===== src/design/dcto_pkg.sv =====
`timescale 1ns / 1ps
// ----------------------------------------------------------------------------
// dcto_pkg: shared types and constants
// Node count, index widths and the control and status records passed
// between the sequencer and its engines.
// ----------------------------------------------------------------------------
package dcto_pkg;

  localparam int NODES   = 8;
  localparam int NODE_W  = $clog2(NODES);
  localparam int DEPTH_W = $clog2(NODES + 1);
  localparam int FIELD_W = 4;

  localparam logic CMD_EDGE  = 1'b0;
  localparam logic CMD_SOLVE = 1'b1;

  typedef logic [NODES-1:0]   row_t;
  typedef logic [NODE_W-1:0]  idx_t;
  typedef logic [DEPTH_W-1:0] cnt_t;
  typedef logic [FIELD_W-1:0] field_t;

  typedef struct packed {
    logic start;
    logic clear;
  } eng_ctrl_t;

  typedef struct packed {
    logic busy;
    logic done;
    logic flag;
  } eng_stat_t;

endpackage


===== src/design/dcto_if.sv =====
`timescale 1ns / 1ps
// ----------------------------------------------------------------------------
// dcto_if: valid/ready channels
// Command channel into the block and result channel out of it.
// ----------------------------------------------------------------------------
interface dcto_in_if;
  import dcto_pkg::*;

  logic   valid;
  logic   ready;
  logic   cmd;
  field_t src_node;
  field_t dst_node;

  modport source (output valid, output cmd, output src_node, output dst_node,
                  input ready);
  modport sink (input valid, input cmd, input src_node, input dst_node,
                output ready);
endinterface

interface dcto_out_if;
  import dcto_pkg::*;

  logic   valid;
  logic   ready;
  field_t node;
  logic   cycle_found;
  logic   last;

  modport source (output valid, output node, output cycle_found, output last,
                  input ready);
  modport sink (input valid, input node, input cycle_found, input last,
                output ready);
endinterface


===== src/design/dcto_closure.sv =====
`timescale 1ns / 1ps
// ----------------------------------------------------------------------------
// dcto_closure: reachability closure engine
// Copies the adjacency rows, then runs a pivot-by-pivot closure with one
// row OR per cycle and flags any node that reaches itself.
// ----------------------------------------------------------------------------
module dcto_closure (
  input  logic               clk,
  input  logic               rst_n,
  input  dcto_pkg::eng_ctrl_t ctrl,
  input  dcto_pkg::row_t     adj_rdata,
  output dcto_pkg::idx_t     adj_raddr,
  output dcto_pkg::eng_stat_t stat
);
  import dcto_pkg::*;

  localparam logic [1:0] C_IDLE  = 2'd0;
  localparam logic [1:0] C_COPY  = 2'd1;
  localparam logic [1:0] C_PIVOT = 2'd2;
  localparam logic [1:0] C_ROW   = 2'd3;

  localparam idx_t IDX_LAST = idx_t'(NODES - 1);

  logic [1:0] state_r, state_nxt;
  idx_t       i_r, i_nxt;
  idx_t       k_r, k_nxt;
  logic       flag_r, flag_nxt;
  logic       done_r, done_nxt;
  row_t       krow_r;
  row_t       cm_r [NODES];

  idx_t cm_addr;
  row_t cm_rdata;
  row_t new_row;

  assign cm_addr   = (state_r == C_PIVOT) ? k_r : i_r;
  assign cm_rdata  = cm_r[cm_addr];
  assign new_row   = cm_rdata[k_r] ? (cm_rdata | krow_r) : cm_rdata;
  assign adj_raddr = i_r;

  assign stat.busy = (state_r != C_IDLE);
  assign stat.done = done_r;
  assign stat.flag = flag_r;

  always_comb begin
    state_nxt = state_r;
    i_nxt     = i_r;
    k_nxt     = k_r;
    flag_nxt  = flag_r;
    done_nxt  = 1'b0;
    unique case (state_r)
      C_IDLE: begin
        if (ctrl.start) begin
          state_nxt = C_COPY;
          i_nxt     = '0;
          k_nxt     = '0;
          flag_nxt  = 1'b0;
        end
      end
      C_COPY: begin
        i_nxt = i_r + idx_t'(1);
        if (i_r == IDX_LAST) begin
          state_nxt = C_PIVOT;
          i_nxt     = '0;
        end
      end
      C_PIVOT: begin
        state_nxt = C_ROW;
      end
      C_ROW: begin
        i_nxt = i_r + idx_t'(1);
        if (k_r == IDX_LAST && new_row[i_r]) begin
          flag_nxt = 1'b1;
        end
        if (i_r == IDX_LAST) begin
          i_nxt = '0;
          if (k_r == IDX_LAST) begin
            state_nxt = C_IDLE;
            done_nxt  = 1'b1;
          end else begin
            k_nxt     = k_r + idx_t'(1);
            state_nxt = C_PIVOT;
          end
        end
      end
      default: state_nxt = C_IDLE;
    endcase
    if (ctrl.clear) begin
      state_nxt = C_IDLE;
    end
  end

  always_ff @(posedge clk) begin
    if (!rst_n) begin
      state_r <= C_IDLE;
      i_r     <= '0;
      k_r     <= '0;
      flag_r  <= 1'b0;
      done_r  <= 1'b0;
    end else begin
      state_r <= state_nxt;
      i_r     <= i_nxt;
      k_r     <= k_nxt;
      flag_r  <= flag_nxt;
      done_r  <= done_nxt;
    end
  end

  always_ff @(posedge clk) begin
    if (state_r == C_COPY) begin
      cm_r[i_r] <= adj_rdata;
    end else if (state_r == C_ROW) begin
      cm_r[i_r] <= new_row;
    end
    if (state_r == C_PIVOT) begin
      krow_r <= cm_rdata;
    end
  end

endmodule


===== src/design/dcto_walk.sv =====
`timescale 1ns / 1ps
// ----------------------------------------------------------------------------
// dcto_walk: depth-first walk engine
// One push or pop per cycle while stepping on an explicit stack; post-order is
// collected in the order store, which the sequencer reads back for output.
// ----------------------------------------------------------------------------
module dcto_walk (
  input  logic               clk,
  input  logic               rst_n,
  input  dcto_pkg::eng_ctrl_t ctrl,
  input  dcto_pkg::row_t     adj_rdata,
  output dcto_pkg::idx_t     adj_raddr,
  input  dcto_pkg::idx_t     ord_raddr,
  output dcto_pkg::idx_t     ord_rdata,
  output dcto_pkg::cnt_t     ord_count,
  output dcto_pkg::eng_stat_t stat
);
  import dcto_pkg::*;

  localparam logic [1:0] W_IDLE = 2'd0;
  localparam logic [1:0] W_ROOT = 2'd1;
  localparam logic [1:0] W_STEP = 2'd2;

  localparam cnt_t CNT_FULL = cnt_t'(NODES);
  localparam cnt_t CNT_ONE  = cnt_t'(1);

  logic [1:0] state_r, state_nxt;
  row_t       visited_r, visited_nxt;
  cnt_t       depth_r, depth_nxt;
  cnt_t       cnt_r, cnt_nxt;
  idx_t       root_r, root_nxt;
  logic       done_r, done_nxt;
  idx_t       stack_r [NODES];
  idx_t       order_r [NODES];

  cnt_t depth_m1;
  idx_t top;
  row_t cand;
  idx_t hi_idx;
  logic hi_found;
  logic push_en;
  logic pop_en;
  logic root_en;

  assign depth_m1  = depth_r - CNT_ONE;
  assign top       = stack_r[depth_m1[NODE_W-1:0]];
  assign adj_raddr = top;
  assign cand      = adj_rdata & ~visited_r;

  always_comb begin
    hi_idx   = '0;
    hi_found = 1'b0;
    for (int b = 0; b < NODES; b++) begin
      if (cand[b]) begin
        hi_idx   = idx_t'(b);
        hi_found = 1'b1;
      end
    end
  end

  assign push_en = (state_r == W_STEP) && hi_found && (depth_r < CNT_FULL);
  assign pop_en  = (state_r == W_STEP) && !push_en;
  assign root_en = (state_r == W_ROOT) && !visited_r[root_r];

  assign ord_rdata = order_r[ord_raddr];
  assign ord_count = cnt_r;

  assign stat.busy = (state_r != W_IDLE);
  assign stat.done = done_r;
  assign stat.flag = 1'b0;

  always_comb begin
    state_nxt   = state_r;
    visited_nxt = visited_r;
    depth_nxt   = depth_r;
    cnt_nxt     = cnt_r;
    root_nxt    = root_r;
    done_nxt    = 1'b0;
    unique case (state_r)
      W_IDLE: begin
        if (ctrl.start) begin
          state_nxt   = W_ROOT;
          visited_nxt = '0;
          depth_nxt   = '0;
          cnt_nxt     = '0;
          root_nxt    = idx_t'(NODES - 1);
        end
      end
      W_ROOT: begin
        if (root_en) begin
          visited_nxt[root_r] = 1'b1;
          depth_nxt           = CNT_ONE;
          state_nxt           = W_STEP;
        end else if (root_r == '0) begin
          state_nxt = W_IDLE;
          done_nxt  = 1'b1;
        end else begin
          root_nxt = root_r - idx_t'(1);
        end
      end
      W_STEP: begin
        if (push_en) begin
          visited_nxt[hi_idx] = 1'b1;
          depth_nxt           = depth_r + CNT_ONE;
        end else begin
          depth_nxt = depth_m1;
          if (cnt_r < CNT_FULL) begin
            cnt_nxt = cnt_r + CNT_ONE;
          end
          if (depth_r == CNT_ONE) begin
            if (root_r == '0) begin
              state_nxt = W_IDLE;
              done_nxt  = 1'b1;
            end else begin
              root_nxt  = root_r - idx_t'(1);
              state_nxt = W_ROOT;
            end
          end
        end
      end
      default: state_nxt = W_IDLE;
    endcase
    if (ctrl.clear) begin
      state_nxt = W_IDLE;
    end
  end

  always_ff @(posedge clk) begin
    if (!rst_n) begin
      state_r   <= W_IDLE;
      visited_r <= '0;
      depth_r   <= '0;
      cnt_r     <= '0;
      root_r    <= '0;
      done_r    <= 1'b0;
    end else begin
      state_r   <= state_nxt;
      visited_r <= visited_nxt;
      depth_r   <= depth_nxt;
      cnt_r     <= cnt_nxt;
      root_r    <= root_nxt;
      done_r    <= done_nxt;
    end
  end

  always_ff @(posedge clk) begin
    if (root_en) begin
      stack_r[0] <= root_r;
    end
    if (push_en) begin
      stack_r[depth_r[NODE_W-1:0]] <= hi_idx;
    end
    if (pop_en && cnt_r < CNT_FULL) begin
      order_r[cnt_r[NODE_W-1:0]] <= top;
    end
  end

endmodule


===== src/design/dag_cycle_check_topo_order.sv =====
`timescale 1ns / 1ps
// ----------------------------------------------------------------------------
// dag_cycle_check_topo_order: cycle check and topological order
// Edge commands build an adjacency matrix; a solve command checks for a cycle
// and, if there is none, streams the nodes in reverse depth-first post-order.
// ----------------------------------------------------------------------------
// An edge transfer gives no result; edges with a node of 0 or above the node
// count are dropped. A solve transfer holds the command channel while the
// closure engine copies the matrix rows and runs the closure (one pivot load
// and one row OR per row for each pivot), the walk engine, when no cycle is
// found, makes its root probes, pushes and pops, and the result stage emits
// its results, and longer while the result channel stalls. Results leave at
// one per cycle while the result channel is ready, from an output register:
// one cycle-flag result if any node reaches itself, otherwise every node
// once, the final one marked last. The graph is kept across solves until
// reset.
module dag_cycle_check_topo_order (
  input  logic       clk,
  input  logic       rst_n,
  dcto_in_if.sink    in_ch,
  dcto_out_if.source out_ch
);
  import dcto_pkg::*;

  localparam logic [2:0] M_IDLE  = 3'd0;
  localparam logic [2:0] M_CLOSE = 3'd1;
  localparam logic [2:0] M_CYC   = 3'd2;
  localparam logic [2:0] M_WALK  = 3'd3;
  localparam logic [2:0] M_EMIT  = 3'd4;

  logic [2:0] state_r, state_nxt;
  idx_t       emit_r, emit_nxt;
  logic       out_valid_r, out_valid_nxt;
  field_t     node_r, node_nxt;
  logic       cyc_r, cyc_nxt;
  logic       last_r, last_nxt;
  row_t       adj_r [NODES];

  eng_ctrl_t cl_ctrl, wk_ctrl;
  eng_stat_t cl_stat, wk_stat;
  idx_t      cl_addr, wk_addr, adj_raddr;
  row_t      adj_rdata;
  idx_t      ord_rdata;
  cnt_t      ord_count;

  logic in_xfer;
  logic edge_ok;
  logic out_free;
  idx_t src_idx, dst_idx;

  assign in_ch.ready = (state_r == M_IDLE);
  assign in_xfer     = in_ch.valid && in_ch.ready;
  assign edge_ok     = (in_ch.src_node != '0) && (32'(in_ch.src_node) <= NODES) &&
                       (in_ch.dst_node != '0) && (32'(in_ch.dst_node) <= NODES);
  assign src_idx     = idx_t'(in_ch.src_node - field_t'(1));
  assign dst_idx     = idx_t'(in_ch.dst_node - field_t'(1));
  assign out_free    = !out_valid_r || out_ch.ready;

  assign adj_raddr = cl_stat.busy ? cl_addr : wk_addr;
  assign adj_rdata = adj_r[adj_raddr];

  assign cl_ctrl.start = in_xfer && (in_ch.cmd == CMD_SOLVE);
  assign cl_ctrl.clear = 1'b0;
  assign wk_ctrl.start = (state_r == M_CLOSE) && cl_stat.done && !cl_stat.flag;
  assign wk_ctrl.clear = 1'b0;

  dcto_closure u_closure (
    .clk       (clk),
    .rst_n     (rst_n),
    .ctrl      (cl_ctrl),
    .adj_rdata (adj_rdata),
    .adj_raddr (cl_addr),
    .stat      (cl_stat)
  );

  dcto_walk u_walk (
    .clk       (clk),
    .rst_n     (rst_n),
    .ctrl      (wk_ctrl),
    .adj_rdata (adj_rdata),
    .adj_raddr (wk_addr),
    .ord_raddr (emit_r),
    .ord_rdata (ord_rdata),
    .ord_count (ord_count),
    .stat      (wk_stat)
  );

  always_comb begin
    state_nxt     = state_r;
    emit_nxt      = emit_r;
    out_valid_nxt = out_valid_r && !out_ch.ready;
    node_nxt      = node_r;
    cyc_nxt       = cyc_r;
    last_nxt      = last_r;
    unique case (state_r)
      M_IDLE: begin
        if (cl_ctrl.start) begin
          state_nxt = M_CLOSE;
        end
      end
      M_CLOSE: begin
        if (cl_stat.done) begin
          state_nxt = cl_stat.flag ? M_CYC : M_WALK;
        end
      end
      M_CYC: begin
        if (out_free) begin
          out_valid_nxt = 1'b1;
          node_nxt      = '0;
          cyc_nxt       = 1'b1;
          last_nxt      = 1'b1;
          state_nxt     = M_IDLE;
        end
      end
      M_WALK: begin
        if (wk_stat.done) begin
          emit_nxt  = idx_t'(ord_count - cnt_t'(1));
          state_nxt = M_EMIT;
        end
      end
      M_EMIT: begin
        if (out_free) begin
          out_valid_nxt = 1'b1;
          node_nxt      = field_t'({1'b0, ord_rdata} + (NODE_W + 1)'(1));
          cyc_nxt       = 1'b0;
          last_nxt      = (emit_r == '0);
          if (emit_r == '0) begin
            state_nxt = M_IDLE;
          end else begin
            emit_nxt = emit_r - idx_t'(1);
          end
        end
      end
      default: state_nxt = M_IDLE;
    endcase
  end

  always_ff @(posedge clk) begin
    if (!rst_n) begin
      state_r     <= M_IDLE;
      emit_r      <= '0;
      out_valid_r <= 1'b0;
      for (int r = 0; r < NODES; r++) begin
        adj_r[r] <= '0;
      end
    end else begin
      state_r     <= state_nxt;
      emit_r      <= emit_nxt;
      out_valid_r <= out_valid_nxt;
      if (in_xfer && in_ch.cmd == CMD_EDGE && edge_ok) begin
        adj_r[src_idx][dst_idx] <= 1'b1;
      end
    end
  end

  always_ff @(posedge clk) begin
    node_r <= node_nxt;
    cyc_r  <= cyc_nxt;
    last_r <= last_nxt;
  end

  assign out_ch.valid       = out_valid_r;
  assign out_ch.node        = node_r;
  assign out_ch.cycle_found = cyc_r;
  assign out_ch.last        = last_r;

endmodule

===== src/flat_wrapper.sv =====
// flat-port wrapper written by rule: the top's interface ports become plain ports
module dag_cycle_check_topo_order_flat import dcto_pkg::*;
  (clk, rst_n, in_ch_valid, in_ch_cmd, in_ch_src_node, in_ch_dst_node, in_ch_ready, out_ch_valid, out_ch_node, out_ch_cycle_found, out_ch_last, out_ch_ready);
  dcto_in_if in_ch_i ();
  dcto_out_if out_ch_i ();
  input  logic clk;
  input  logic rst_n;
  input wire logic [$bits(in_ch_i.valid)-1:0] in_ch_valid;
  input wire logic [$bits(in_ch_i.cmd)-1:0] in_ch_cmd;
  input wire logic [$bits(in_ch_i.src_node)-1:0] in_ch_src_node;
  input wire logic [$bits(in_ch_i.dst_node)-1:0] in_ch_dst_node;
  output wire logic [$bits(in_ch_i.ready)-1:0] in_ch_ready;
  output wire logic [$bits(out_ch_i.valid)-1:0] out_ch_valid;
  output wire logic [$bits(out_ch_i.node)-1:0] out_ch_node;
  output wire logic [$bits(out_ch_i.cycle_found)-1:0] out_ch_cycle_found;
  output wire logic [$bits(out_ch_i.last)-1:0] out_ch_last;
  input wire logic [$bits(out_ch_i.ready)-1:0] out_ch_ready;
  assign in_ch_i.valid = in_ch_valid;
  assign in_ch_i.cmd = in_ch_cmd;
  assign in_ch_i.src_node = in_ch_src_node;
  assign in_ch_i.dst_node = in_ch_dst_node;
  assign in_ch_ready = in_ch_i.ready;
  assign out_ch_valid = out_ch_i.valid;
  assign out_ch_node = out_ch_i.node;
  assign out_ch_cycle_found = out_ch_i.cycle_found;
  assign out_ch_last = out_ch_i.last;
  assign out_ch_i.ready = out_ch_ready;
  dag_cycle_check_topo_order u_core (.clk(clk), .rst_n(rst_n), .in_ch(in_ch_i), .out_ch(out_ch_i));
endmodule

===== config.mk =====
export PLATFORM = sky130hd
export DESIGN_NAME = dag_cycle_check_topo_order_flat
export DESIGN_NICKNAME = d
export VERILOG_FILES = /design/src/design/dcto_pkg.sv /design/src/design/dcto_if.sv /design/src/design/dcto_closure.sv /design/src/design/dcto_walk.sv /design/src/design/dag_cycle_check_topo_order.sv /design/src/flat_wrapper.sv
export SDC_FILE = /design/constraint.sdc
export NUM_CORES = 1
export LEC_CHECK = 0
export ABC_AREA = 1
export ABC_CLOCK_PERIOD_IN_PS = 8300
export BUFFER_PORTS_ARGS = -buffer_cell sky130_fd_sc_hd__buf_2
export CELL_PAD_IN_SITES_DETAIL_PLACEMENT = 0
export CELL_PAD_IN_SITES_GLOBAL_PLACEMENT = 1
export CORE_MARGIN = 5
export CORE_UTILIZATION = 52
export DETAILED_ROUTE_END_ITERATION = 6
export PLACE_DENSITY = 0.89
export SLEW_MARGIN = 25
export SYNTH_ARGS = -nofsm -noshare
export SYNTH_HDL_FRONTEND = slang
export SYNTH_SLANG_ARGS = --single-unit

===== constraint.sdc =====
create_clock -name clk -period 8.3 [get_ports clk]
set_input_delay 0 -clock clk [delete_from_list [all_inputs] [get_ports clk]]
set_output_delay 0 -clock clk [all_outputs]
set_load 0.02 [all_outputs]

## Yosys cells after proc, flatten, opt, wreduce, memory -nomap -nowiden

Memory sizes are Yosys's and may differ from the RTL's. A register that Yosys moved wholly into a read port is not among the register bits.
Index checks and enable logic that the tools add are counted.

| word-level totals | value |
|---|---|
| memory bits (writable) | 176 |
| memories kept | 4 |
| word-level logic and storage cells | 260 |
| bits in latches | 0 |
| memory bits (read-only) | 0 |
| input port bits | 13 |
| bits in registers | 53 |

Memories:

| name | words | width | read ports | clocked after memory_dff | wr ports | RTL line | text |
|---|---|---|---|---|---|---|---|
| u_core.adj_r | 8 | 8 | 1 | 0 | 8 | dag_cycle_check_topo_order.sv:37 | `row_t adj_r [NODES];` |
| u_core.u_closure.cm_r | 8 | 8 | 1 | 0 | 1 | dcto_closure.sv:30 | `row_t cm_r [NODES];` |
| u_core.u_walk.order_r | 8 | 3 | 1 | 1 | 1 | dcto_walk.sv:34 | `idx_t order_r [NODES];` |
| u_core.u_walk.stack_r | 8 | 3 | 1 | 0 | 1 | dcto_walk.sv:33 | `idx_t stack_r [NODES];` |

| cells by class | value |
|---|---|
| magnitude comparators | 12 |
| divide/modulo/power cells | 0 |
| eq/ne operators | 32 |
| reductions and logical operators | 56 |
| bitwise logic cells | 7 |
| $mul | 0 |
| mux-type cells | 120 |
| shift operators | 0 |
| add/sub/neg operators | 11 |

Operators by type and width:

| cell | count |
|---|---|
| $mux 3 | 31 |
| $mux 8 | 8 |
| $mux 1 | 44 |
| $mux 4 | 7 |
| $ne 2x2->1 const B | 13 |
| $or 8x8->8 | 3 |
| $pmux 8 s3 | 1 |
| $lt 3x4->1 const B | 5 |
| $reduce_and 4->1 | 5 |
| $logic_and 1x1->1 | 19 |
| $mux 2 | 9 |
| $pmux 3 s2 | 3 |
| $pmux 4 s2 | 2 |
| $pmux 3 s5 | 1 |
| $reduce_and 3->1 | 5 |
| $sub 3x1->3 const B | 5 |
| $ne 2x1->1 const B | 6 |
| $pmux 4 s3 | 1 |
| $reduce_bool 2->1 | 6 |
| $bmux 1 s3 | 3 |
| $demux 1 s3 | 3 |
| $eq 3x3->1 const B | 3 |
| $ge 3x1->1 const B | 3 |
| $logic_not 3->1 | 3 |
| other kinds (31) | 49 |

## Depth between registers and ports, before layout

Gate-level depths: netlist (run 1).
An unclocked memory read counts as a cell.

| logic depth | value |
|---|---|
| depth after elaboration | 20 |
| depth in mapped cells | 28 |
| mapped depth without buffers | 24 |

## Cells and area by module

From an unflattened synthesis (run 1), not the netlist that was laid out.

| unflattened totals | value |
|---|---|
| cells, all modules | 1413 |
| area, all modules | 11393.4 um^2 |

By module, submodules not included:

| module | area each (um^2) | times used | cells each |
|---|---|---|---|
| dag_cycle_check_topo_order | 3968.8 | 1 | 614 |
| dcto_closure | 3792.4 | 1 | 371 |
| dcto_walk | 3632.2 | 1 | 428 |

## Worst setup path before layout (run 1)

No wires, ideal clock.

| path | value |
|---|---|
| path type | reg2reg |
| start point | register u_core.u_walk.depth_r[0] |
| end point | memory u_core.u_walk.stack_r[0][2] (netlist name) (data pin) |
| cell stages (with the launch flop) | 24 |
| period minus slack after synthesis | 3.333 ns |
| arrival time | 3.067 ns |
| buffers on the path | 5 |
| setup slack | 4.967 ns |
| required time | 8.035 ns |
| cell sequence | dfxtp_1 buf_6 inv_2 buf_2 ha_1 buf_2 inv_2 nand2_1 a21oi_1 o21ai_1 and2_1 nand2_1 nand2_2 inv_2 nand3_1 nand2_1 nand2_2 nand2_2 nor2_2 nand2_2 nand2_4 buf_12 buf_8 o21ai_0 |

| on the way | value |
|---|---|
| cells in the longest elaborated chain, start to end | 19 |
| elaborated cells between the ends (all ways) | 25 |
| those cells by class | add/sub (1); order compare (1); mux (17); bitwise (1); reduce/logical (3); memory (2) |

Ends and longest elaborated chain:

| element | RTL line | text |
|---|---|---|
| start: declaration | dcto_walk.sv:29 | `cnt_t depth_r, depth_nxt;` |
| start signal: assignment | dcto_walk.sv:139 | `depth_r <= depth_nxt;` |
| $sub 4x1->4 * | dcto_walk.sv:45 | `assign depth_m1 = depth_r - CNT_ONE;` |
| $mem_v2 8x3 * | -- |  |
| named net u_core.u_walk.adj_raddr[2] | dcto_walk.sv:12 | `output dcto_pkg::idx_t adj_raddr,` |
| $mux 3 * | dag_cycle_check_topo_order.sv:59 | `assign adj_raddr = cl_stat.busy ? cl_addr : wk_addr;` |
| $mem_v2 8x8 * | -- |  |
| $and 8x8->8 * | dcto_walk.sv:48 | `assign cand = adj_rdata & ~visited_r;` |
| $mux 1 (8 in series) | dcto_walk.sv:54 | `if (cand[b]) begin` |
| $logic_and 1x1->1 (2 in series) | dcto_walk.sv:61 | `assign push_en = (state_r == W_STEP) && hi_found && (depth_r < CNT_FULL);` |
| $mux 1 | dcto_walk.sv:150 | `if (push_en) begin` |
| $mux 1 (implied by the code) | dcto_walk.sv:151 | `stack_r[depth_r[NODE_W-1:0]] <= hi_idx;` |
| $reduce_or 3->1 (no line) | -- |  |
| $mux 3 (no line) * | -- |  |
| end: declaration | dcto_walk.sv:33 |  |

The timed path passes the listed nets; every way through them passes the cells marked *.

## Worst setup path after layout (run 1)

| path | value |
|---|---|
| start point | register u_core.u_walk.depth_r[0] |
| end point | memory u_core.u_walk.stack_r[6][0] (netlist name) (data pin) |

Same word-level chain as after synthesis.

==> qor.yml, run 1 <==
global_route:
  grt_overflow: 0
  grt_pass1_wl_um: 43000
  grtUsageTotal: 0.218
  grt_max_degree: 61
  grt_pass1_vias: 8127
  antenna_found_initial: 0
critical_path:
  worstPathCellList: "inv_2 -> ha_1 -> inv_2 -> nand2_1 -> a21oi_1 -> o21ai_1 -> and2_1 -> nand2_1 -> nand2_2 -> inv_2 -> nand3_1 -> nand2_1 -> nand2_2 -> nand2_2 -> nor2_4 -> nand2_2 -> nand2_4 -> inv_2 -> o21ai_0"
  worstSetupPathType: "reg -> reg"
  crit_required_ns: 8.49
  ff2ff_path_depth: 19
  cp-start-kind: "register"
  timing.rr.start: "u_core.u_walk.depth_r[0]"
  crit_slowest_cell: "dfxtp_1"
  slowest_delay_ns: 0.75
  rrSetupSlack_ns: 3.36
  end_kind: "register"
  timing.rr.end: "u_core.u_walk.stack_r[6][0]"
  arrival_ns: 5.13
  path_max_fanout: 21
power:
  total_power_mw: 3.77
  ir_drop_uv: 169
  power.density_nw_per_um2: 314
  p_leak_nw: 4.72
place:
  portBuffers: 20
  gp_congestion: 0.874
  hpwl_um: 18000
  place_inst: 1544
timing:
  setup_viol: 0
  fin_crit_sh: 0.595
  skew_ns: 0.0138
  slew_violations: 0
  tightest_slew_ns: 1.03
  rsz0062_at_grt: "no"
  min_period_ns: 4.94
  slew_headroom: 0.308
  fin_tns_setup_ns: 0
  hold_violations: 0
  fmax_ghz: 0.202
cells_and_area:
  mostFrequentLayoutCell: "nand2_1"
  finalNonFillerCells: 1590
  layout_common_cells: "321 x nand2_1, 142 x inv_1, 131 x nand3_1"
  final_nets: 1328
  diodes: 0
  areaGrowthSynthToFinish_pct: 9.33
  drive_gt1_frac: 0.0837
  fin_util: 0.575
floorplan:
  fp.dieArea_um2: 24100
  core_um2: 20900
  ios: 21
  die_height_um: 155
  row_count: 53
  start_util: 0.526
  die_w_um: 155
synthesis:
  synth_cells: 1288
  synth_compound_area_frac: 0.105
  synthesis.nets: 1319
  synth_xor_area_frac: 0.00854
  muxShareOfSynthArea: 0
  synth_cell_types: 49
  ys_seq_area_frac: 0.537
  syn_area_um2: 11000
  synth_seq_cells: 232
  syn_area_per_cell_um2: 8.53
  synth-simple-area-share: 0.252
  yosysWarnings: 0
  synth-adder-area-share: 0.0205
  synth_top_family_by_area: "simple AND/OR/NAND/NOR gates"
run_status:
  outcome: "completed"
cts:
  post_cts_resized: 0
  path_clk_slew_ns: 0.06
  clk_latency_ns: 0.52
  cts_buffers: 25
  cts.sinks: 232
  cts_max_path_buffers: 3
  htreeDepth: 1
  cts_tree: "built"
  cts_setup_buffers: 0
  cts-root-buf: "clkbuf_16"
drt:
  drc: 0
  firstDrtPassIters: 5
  vias_per_cell: 5.44
  wire_per_inst_um: 16.5
  ant_nets: 0
  vias: 8644
  drtIter0Drc: 806
  routed_wl_um: 26200
worst_hold_path:
  hp-class: "in -> reg"
  hold_start: "in_ch_dst_node[0]"
  whs_path_depth: 3
  whs_endpoint: "u_core.adj_r[5][2]"
job:
  cap_violations: 0
metrics by stage:
stage                     hold WS, ns  worst slack, ns  instance area, um^2
after floorplan                 0.216             4.97                11000
after global placement          0.335             3.42                11200
after detailed placement        0.336             3.37                11200
after CTS                      0.0126             3.33                12000
after global routing           0.0322             2.88                12000
final                          0.0290             3.36                12000
repair_timing:
item | in CTS | in global routing
hold endpoints to repair | 1 | 0
setup endpoints to repair | 0 | 0
hold buffers | 1 | 0
layer usage:
metal  GRT usage  up-vias  share of wire
met3      0.0348       42          0.056
li1            -     4325              -
met2       0.346      229           0.46
met4      0.0463        0          0.016
met1       0.319     4048           0.47
met5           0        -              0
state kept, by name (all words and copies together) (netlist names), 3 cells and up, named ones only:
register                    count
u_core.u_walk.ord_count         4
u_core.u_closure.k_r            3
u_core.u_walk.visited_r         8
u_core.u_closure.cm_r          64
u_core.u_closure.krow_r         8
u_core.u_walk.depth_r           4
u_core.emit_r                   3
u_core.state_r                  3
u_core.u_walk.root_r            3
u_core.u_walk.stack_r          24
u_core.adj_r                   64
u_core.u_walk.order_r          24
u_core.u_closure.adj_raddr      3
u_core.out_ch.node              4
cells by family after synthesis:
group / after synthesis
flip-flops: 232
buffers and inverters: 193
AO/OA/AOI/OAI: 208
adder cells (fa/ha/maj): 18
XOR/XNOR: 9
AND/OR/NAND/NOR: 628
layout make-up:
type,count,area [um^2]
Timing Repair Buffer,23,125
Multi-Input combinational cell,863,4250
Fill cell,1926,8870
Tap cell,275,344
Inverter,152,573
Sequential cell,232,5910
Clock inverter,15,160
Clock buffer,30,666
Yosys cell counts, drive strengths merged:
master / instances / share of area
a211oi: 5 / 0.0039
edfxtp: 126 / 0.34
nand3: 140 / 0.069
a221oi: 1 / 0.00080
o21a: 1 / 0.00068
xnor2: 5 / 0.0047
inv: 149 / 0.051
a31oi: 6 / 0.0034
buf: 27 / 0.020
nand4: 14 / 0.0093
clkinv: 3 / 0.0010
dfxtp: 106 / 0.19
nor4: 4 / 0.0023
nor3: 12 / 0.0055
or2: 2 / 0.0011
xor2: 4 / 0.0039
clkbuf: 14 / 0.0048
nand3b: 1 / 0.00068
a21oi: 51 / 0.023
and2: 2 / 0.0011
a22oi: 1 / 0.00068
o211ai: 10 / 0.0073
o221ai: 1 / 0.00080
o22ai: 20 / 0.011
o21ai: 112 / 0.053
nand2: 341 / 0.12
ha: 18 / 0.020
nor2: 112 / 0.040
critical path: cells and delay by family (launching register included):
| kind | cells | cell delay [ns] |
|---|---|---|
| AO/OA/AOI/OAI | 3 | 0.87 |
| adder cells (fa/ha/maj) | 1 | 0.54 |
| buffers and inverters | 4 | 0.71 |
| flip-flops | 1 | 0.75 |
| AND/OR/NAND/NOR | 11 | 1.70 |
worst max-delay path by stage:
stage                     cells past startpoint                     start  slack (ns)                     endpoint
after floorplan                              23  u_core.u_walk.depth_r[0]        4.97  u_core.u_walk.stack_r[0][2]
final                                        19  u_core.u_walk.depth_r[0]        3.36  u_core.u_walk.stack_r[6][0]
after detailed placement                     19  u_core.u_walk.depth_r[0]        3.37  u_core.u_walk.stack_r[3][0]
after global routing                         19  u_core.u_walk.depth_r[0]        2.88  u_core.u_walk.stack_r[6][0]
after CTS                                    19  u_core.u_walk.depth_r[0]        3.33  u_core.u_walk.stack_r[6][0]
after global placement                       19  u_core.u_walk.depth_r[0]        3.42  u_core.u_walk.stack_r[7][0]
where the power goes:
part           internal, mW  switching, mW
registers              1.41         0.0523
clock network         0.666          0.449
logic                 0.311          0.881
total                  2.39           1.38
No activity file was read; power rests on OpenSTA's default activity.
==> run 2, diff against run 1 <==
--- a/config.mk
+++ b/config.mk
@@ -6,14 +6,14 @@
 export NUM_CORES = 1
 export LEC_CHECK = 0
 export ABC_AREA = 1
-export ABC_CLOCK_PERIOD_IN_PS = 8300
+export ABC_CLOCK_PERIOD_IN_PS = 4400
 export BUFFER_PORTS_ARGS = -buffer_cell sky130_fd_sc_hd__buf_2
 export CELL_PAD_IN_SITES_DETAIL_PLACEMENT = 0
 export CELL_PAD_IN_SITES_GLOBAL_PLACEMENT = 1
 export CORE_MARGIN = 5
-export CORE_UTILIZATION = 52
+export CORE_UTILIZATION = 44
 export DETAILED_ROUTE_END_ITERATION = 6
-export PLACE_DENSITY = 0.89
+export PLACE_DENSITY = 0.8
 export SLEW_MARGIN = 25
 export SYNTH_ARGS = -nofsm -noshare
 export SYNTH_HDL_FRONTEND = slang
==> constraint.sdc (replaced) <==
create_clock -name clk -period 4.4 [get_ports clk]
set_input_delay 0 -clock clk [delete_from_list [all_inputs] [get_ports clk]]
set_output_delay 0 -clock clk [all_outputs]
set_load 0.02 [all_outputs]
==> qor.yml, run 2 (synthesis gave the netlist of run 1 again) <==
cells_and_area:
  diodes: 0  # unchanged
  seq_area_um2: 5910  # unchanged
  drive_gt1_frac: 0.0942  # +0.0105
  final_nets: 1340  # +0.90%
  multi_input_area_um2: 4250  # about the same
  layout_common_cells: "321 x nand2_1, 142 x inv_1, 131 x nand3_1"
  nFillCells: 2333  # +21%
  mostFrequentLayoutCell: "nand2_1"
  largestRegisters: "u_core.adj_r x64, u_core.u_closure.cm_r x64"
  finalNonFillerCells: 1651  # +3.8%
  areaGrowthSynthToFinish_pct: 10.7
cts:
  cts-root-buf: "clkbuf_16"
  cts.sinks: 232  # unchanged
  path_clk_slew_ns: 0.06  # about the same
  htreeDepth: 1  # unchanged
  cts_buffers: 25  # unchanged
  cts_setup_buffers: 0  # unchanged
  cts_tree: "built"
  clk_latency_ns: 0.52  # about the same
  cts_max_path_buffers: 3  # unchanged
critical_path:
  crit_start: "u_core.u_walk.depth_r[1]"
  timing.rr.start: "u_core.u_walk.depth_r[1]"
  end_kind: "register"
  endpoint: "u_core.u_walk.order_r[5][2]"
  worstSetupPathType: "reg -> reg"
  cp-start-kind: "register"
  timing.rr.end: "u_core.u_walk.order_r[5][2]"
  crit_required_ns: 4.59  # -3.90 ns
  rrSetupSlack_ns: 0.41  # -2.95 ns
  path_max_fanout: 17  # -19%
  arrival_ns: 4.18  # -0.95 ns
  ff2ff_path_depth: 21  # +2
place:
  gp_congestion: 0.894  # +2.3%
  hpwl_um: 18800  # +4.3%
  portBuffers: 20  # unchanged
  place_ws_ns: 0.239  # -3.13 ns
  place_inst: 1605  # +4.0%
global_route:
  grt_pass1_vias: 8035  # -1.1%
  grt_pass1_wl_um: 43600  # +1.4%
  grt_overflow: 0  # unchanged
  antenna_found_initial: 1  # +1
  grtUsageTotal: 0.189  # -0.0289
  grt_max_degree: 62  # +1.6%
timing:
  min_period_ns: 3.99  # -0.946 ns
  fmax_ghz: 0.250  # +24%
  fin_tns_setup_ns: 0  # unchanged
  setup_viol: 0  # unchanged
  timing.hold.ws_ns: 0.0410  # +0.0121 ns
  skew_ns: 0.0115  # -0.00231 ns
  fin_crit_sh: 0.907  # +0.312
  rsz0062_at_grt: "no"
  slew_violations: 0  # unchanged
  setup_slack_ns: 0.407  # -2.95 ns
  tightest_slew_ns: 1.04  # +0.00774 ns
  hold_violations: 0  # unchanged
  slew_headroom: 0.307  # -0.00139
drt:
  route.met3.wl_um: 1370  # -6.3%
  wl_met2_um: 12300  # +1.8%
  vias_per_cell: 5.16  # -5.1%
  firstDrtPassIters: 7  # +2
  routed_wl_um: 26800  # +2.0%
  wire_per_inst_um: 16.2  # -1.8%
  ant_nets: 0  # unchanged
  vias: 8516  # -1.5%
  drtIter0Drc: 598  # -26%
  drc: 0  # unchanged
  met1_length_um: 12600  # +2.2%
  top_layer_used: "met5"
power:
  power.density_nw_per_um2: 584  # +86%
  p_leak_nw: 4.77  # +1.1%
  ir_drop_uv: 280  # +65%
  total_power_mw: 7.11  # +89%
floorplan:
  core_um2: 24500  # +17%
  start_util: 0.449  # -0.0769
  die_height_um: 168  # +8.2%
  ios: 21  # unchanged
  fp.dieArea_um2: 28200  # +17%
  row_count: 57  # +7.5%
  die_w_um: 168  # +8.2%
worst_hold_path:
  whs_path_depth: 3  # unchanged
  hp-class: "in -> reg"
run_status:
  outcome: "completed"
job:
  cap_violations: 0  # unchanged
run 2: worst min-delay path by stage:
| stage | start | to |
|---|---|---|
| final | in_ch_dst_node[0] | u_core.adj_r[7][4] |
| after detailed placement | out_ch_ready | u_core.out_ch.valid |
| after CTS | in_ch_dst_node[0] | u_core.adj_r[7][4] |
| after global routing | in_ch_dst_node[0] | u_core.adj_r[4][4] |
| after floorplan | out_ch_ready | u_core.out_ch.valid |
| after global placement | out_ch_ready | u_core.out_ch.valid |
run 2: routing by layer:
| layer | global-route usage | up-vias |
|---|---|---|
| met4 | 0.0459 | 2 |
| met1 | 0.272 | 3951 |
| met2 | 0.305 | 173 |
| met5 | 0 | - |
| li1 | - | 4342 |
| met3 | 0.0270 | 48 |
run 2: what timing repair did:
item	in CTS	in global routing
resized for setup	0	2
setup endpoints to repair	0	24
hold buffers	1	0
hold endpoints to repair	1	0
run 2: area by class of cell:
cell class                 count  area share
sequential                   232       0.485
clock inverter                17      0.0150
timing repair buffer          35      0.0177
inverter                     152      0.0471
multi-input combinational    863       0.349
tap                          324      0.0333
clock buffer                  28      0.0523
run 2: critical path, stage by stage, from the launching register on:
cell and delay [ns]:
dfxtp_1 0.36, inv_1 0.12, ha_1 0.46, inv_2 0.13, nand3_1 0.10, nand3_1 0.09, nand2_2 0.23, nand2_2 0.10
nand2_4 0.20, inv_4 0.13, nand3_1 0.10, nand3_1 0.14, nand3_2 0.19, nand2_4 0.08, nor2_4 0.11, nand2_2 0.08
nand2_4 0.15, buf_4 0.21, nand2_2 0.08, nor2_1 0.16, nand2_1 0.14, nor2_1 0.28
run 2: through the flow:
stage	util	area, um^2
final	0.497	12200
after global routing	0.497	12200
after CTS	0.497	12200
after detailed placement	0.463	11300
after global placement	0.463	11300
after floorplan	-	11000
run 2: power breakdown:
| group | switching, mW | internal (mW) |
|---|---|---|
| clock network | 0.864 | 1.23 |
| logic | 1.65 | 0.628 |
| registers | 0.0828 | 2.66 |
| total | 2.60 | 4.51 |
==> run 3, diff against run 2 <==
--- a/config.mk
+++ b/config.mk
@@ -6,7 +6,7 @@
 export NUM_CORES = 1
 export LEC_CHECK = 0
 export ABC_AREA = 1
-export ABC_CLOCK_PERIOD_IN_PS = 4400
+export ABC_CLOCK_PERIOD_IN_PS = 3500
 export BUFFER_PORTS_ARGS = -buffer_cell sky130_fd_sc_hd__buf_2
 export CELL_PAD_IN_SITES_DETAIL_PLACEMENT = 0
 export CELL_PAD_IN_SITES_GLOBAL_PLACEMENT = 1
==> constraint.sdc (replaced) <==
create_clock -name clk -period 3.5 [get_ports clk]
set_input_delay 0 -clock clk [delete_from_list [all_inputs] [get_ports clk]]
set_output_delay 0 -clock clk [all_outputs]
set_load 0.02 [all_outputs]
==> qor.yml, run 3 (synthesis gave the netlist of run 1 again) <==
run_status:
  outcome: "completed"
power:
  ir_drop_uv: 583  # +110%
  p_sw_mw: 3.36  # +29%
  clkPwrFrac: 0.307  # +0.013
  sw_frac_of_total: 0.356  # -0.00967
  pwr-share-seq: 0.365  # -0.021
  power_frac_comb: 0.328  # +0.008
  p_leak_nw: 4.96  # +3.9%
  power.density_nw_per_um2: 751  # +29%
  total_power_mw: 9.45  # +33%
  p_int_mw: 6.09  # +35%
global_route:
  grt_pass1_vias: 8401  # +4.6%
  grt_max_degree: 52  # -16%
  antenna_found_initial: 1  # unchanged
  grtUsageTotal: 0.190  # +0.000670
  grt_pass1_wl_um: 44100  # +1.3%
  grt_overflow: 0  # unchanged
floorplan:
  start_util: 0.449  # unchanged
  row_count: 57  # unchanged
  fp.dieArea_um2: 28200  # unchanged
  die_w_um: 168  # unchanged
  ios: 21  # unchanged
  die_height_um: 168  # unchanged
  core_um2: 24500  # unchanged
critical_path:
  path_max_fanout: 16  # -1
  rrSetupSlack_ns: 0.19  # -0.22 ns
  ff2ff_path_depth: 21  # unchanged
  crit_slowest_cell: "dfxtp_1"
  slowest_delay_ns: 0.36  # -0.10 ns
  cp-start-kind: "register"
  timing.rr.start: "u_core.u_walk.depth_r[1]"
  arrival_ns: 3.54  # -0.64 ns
  worstSetupPathType: "reg -> reg"
  crit_top_cell: "nand2_2"
  worstPathCellList: "inv_1 -> ha_4 -> inv_2 -> nand3_1 -> nand3_1 -> nand2_2 -> nand2_2 -> nand2_4 -> buf_12 -> nand3_1 -> nand3_1 -> nand2_1 -> nand2_2 -> nand2_2 -> nor2_2 -> nand2_2 -> nand2_8 -> nand2_2 -> nor2_4 -> nand2_4 -> nor2_4"
  end_kind: "register"
  crit_required_ns: 3.73  # -0.86 ns
  crit_start: "u_core.u_walk.depth_r[1]"
  timing.rr.end: "u_core.u_walk.order_r[4][1]"
place:
  gp_congestion: 0.885  # -1.1%
  hpwl_um: 18800  # +0.48%
  portBuffers: 20  # unchanged
timing:
  fin_crit_sh: 0.946  # +0.0381
  tightest_slew_ns: 0.898  # -0.138 ns
  setup_viol: 0  # unchanged
  fmax_ghz: 0.302  # +21%
  fin_tns_setup_ns: 0  # unchanged
  hold_violations: 0  # unchanged
  slew_headroom: 0.399  # +0.0925
  slew_violations: 0  # unchanged
  skew_ns: 0.0184  # +0.00688 ns
  rsz0062_at_grt: "no"
  min_period_ns: 3.31  # -0.683 ns
drt:
  wire_per_inst_um: 16.1  # -0.97%
  vias_per_cell: 5.20  # +0.78%
  ant_nets: 0  # unchanged
  drc: 0  # unchanged
  firstDrtPassIters: 5  # -2
  drtIter0Drc: 614  # +2.7%
  routed_wl_um: 26900  # +0.47%
  vias: 8707  # +2.2%
cells_and_area:
  nFillCells: 2300  # -1.4%
  mostFrequentLayoutCell: "nand2_1"
  drive_gt1_frac: 0.115  # +0.0213
  largestRegisters: "u_core.adj_r x64, u_core.u_closure.cm_r x64"
  areaGrowthSynthToFinish_pct: 14.4
  final_nets: 1362  # +1.6%
  diodes: 0  # unchanged
  layout_common_cells: "319 x nand2_1, 142 x inv_1, 130 x nand3_1"
cts:
  clk_latency_ns: 0.53  # about the same
  cts.sinks: 232  # unchanged
  path_clk_slew_ns: 0.06  # about the same
  htreeDepth: 1  # unchanged
  cts-root-buf: "clkbuf_16"
  cts_buffers: 26  # +4.0%
  cts_max_path_buffers: 3  # unchanged
  cts_tree: "built"
worst_hold_path:
  whs_endpoint: "u_core.adj_r[0][2]"
  hold_start: "in_ch_dst_node[0]"
  whs_path_depth: 3  # unchanged
  hp-class: "in -> reg"
job:
  cap_violations: 0  # unchanged
[run 3: changes by cell type in the layout (fill, tap and decap cells not counted), sizes merged]
| cell | before | now |
|---|---|---|
| buf | 34 | 54 |
| clkinvlp | 3 | 2 |
| clkbuf | 28 | 30 |
| bufinv | 3 | 5 |
| dlygate4sd3 | 1 | 2 |
[run 3: per-stage QoR]
stage	hold WS, ns	cell area [um^2]	setup WS, ns	std cells	util
2_1_floorplan	0.216	11000	0.167	1288	-
3_3_place_gp	0.384	11500	0.140	1624	0.470
3_5_place_dp	0.384	11500	0.0120	1624	0.470
4_1_cts	0.0199	12400	0.00319	1674	0.509
5_1_grt	0.0593	12600	0.0186	1675	0.514
6_report	0.0280	12600	0.191	1675	0.514
[run 3: power by group through the flow]
| stage | Clock [mW] | Sequential (mW) | Combinational, mW |
|---|---|---|---|
| floorplan | 0 | 3.51 | 2.13 |
| global placement | 0 | 3.50 | 3.00 |
| detailed placement | 0 | 3.50 | 3.03 |
| CTS | 2.95 | 3.44 | 3.05 |
| global route | 3.07 | 3.46 | 3.48 |
| finish | 2.90 | 3.44 | 3.10 |
[run 3: final cells by class]
cell class	instances	area [um^2]	share of cell area
timing repair buffer	56	413	0.0328
sequential	232	5910	0.469
clock inverter	18	219	0.0174
inverter	152	576	0.0458
multi-input combinational	863	4360	0.347
clock buffer	30	697	0.0554
tap	324	405	0.0322
[run 3: what timing repair did]
item | in CTS | in global routing
hold buffers | 2 | 0
hold endpoints to repair | 19 | 0
resized for setup | 0 | 28
setup buffers | 0 | 1
endpoints found under the setup margin | 0 | 50
[run 3: worst max path at each step]
| stage | to | depth (start not counted) | slack (ns) |
|---|---|---|---|
| after global placement | u_core.u_walk.order_r[7][1] | 21 | 0.14 |
| after global routing | u_core.u_walk.stack_r[1][0] | 19 | 0.02 |
| after floorplan | u_core.u_walk.stack_r[0][2] | 23 | 0.17 |
| final | u_core.u_walk.order_r[4][1] | 21 | 0.19 |
| after CTS | u_core.u_walk.order_r[4][1] | 21 | 0.003 |
| after detailed placement | u_core.u_walk.order_r[4][1] | 21 | 0.01 |
[run 3: per-layer routing]
| layer | wire, um | GRT usage |
|---|---|---|
| met1 | 12700 | 0.267 |
| met3 | 1230 | 0.0267 |
| met2 | 12400 | 0.314 |
| met5 | 13 | 0 |
| met4 | 507 | 0.0452 |
[run 3: worst max-delay path, delay by kind of cell, from the launching register on]
| kind | cells | cell delay (ns) |
|---|---|---|
| fa+ha+maj | 1 | 0.29 |
| simple gates | 17 | 2.03 |
| flops | 1 | 0.36 |
| buf+inv | 3 | 0.32 |
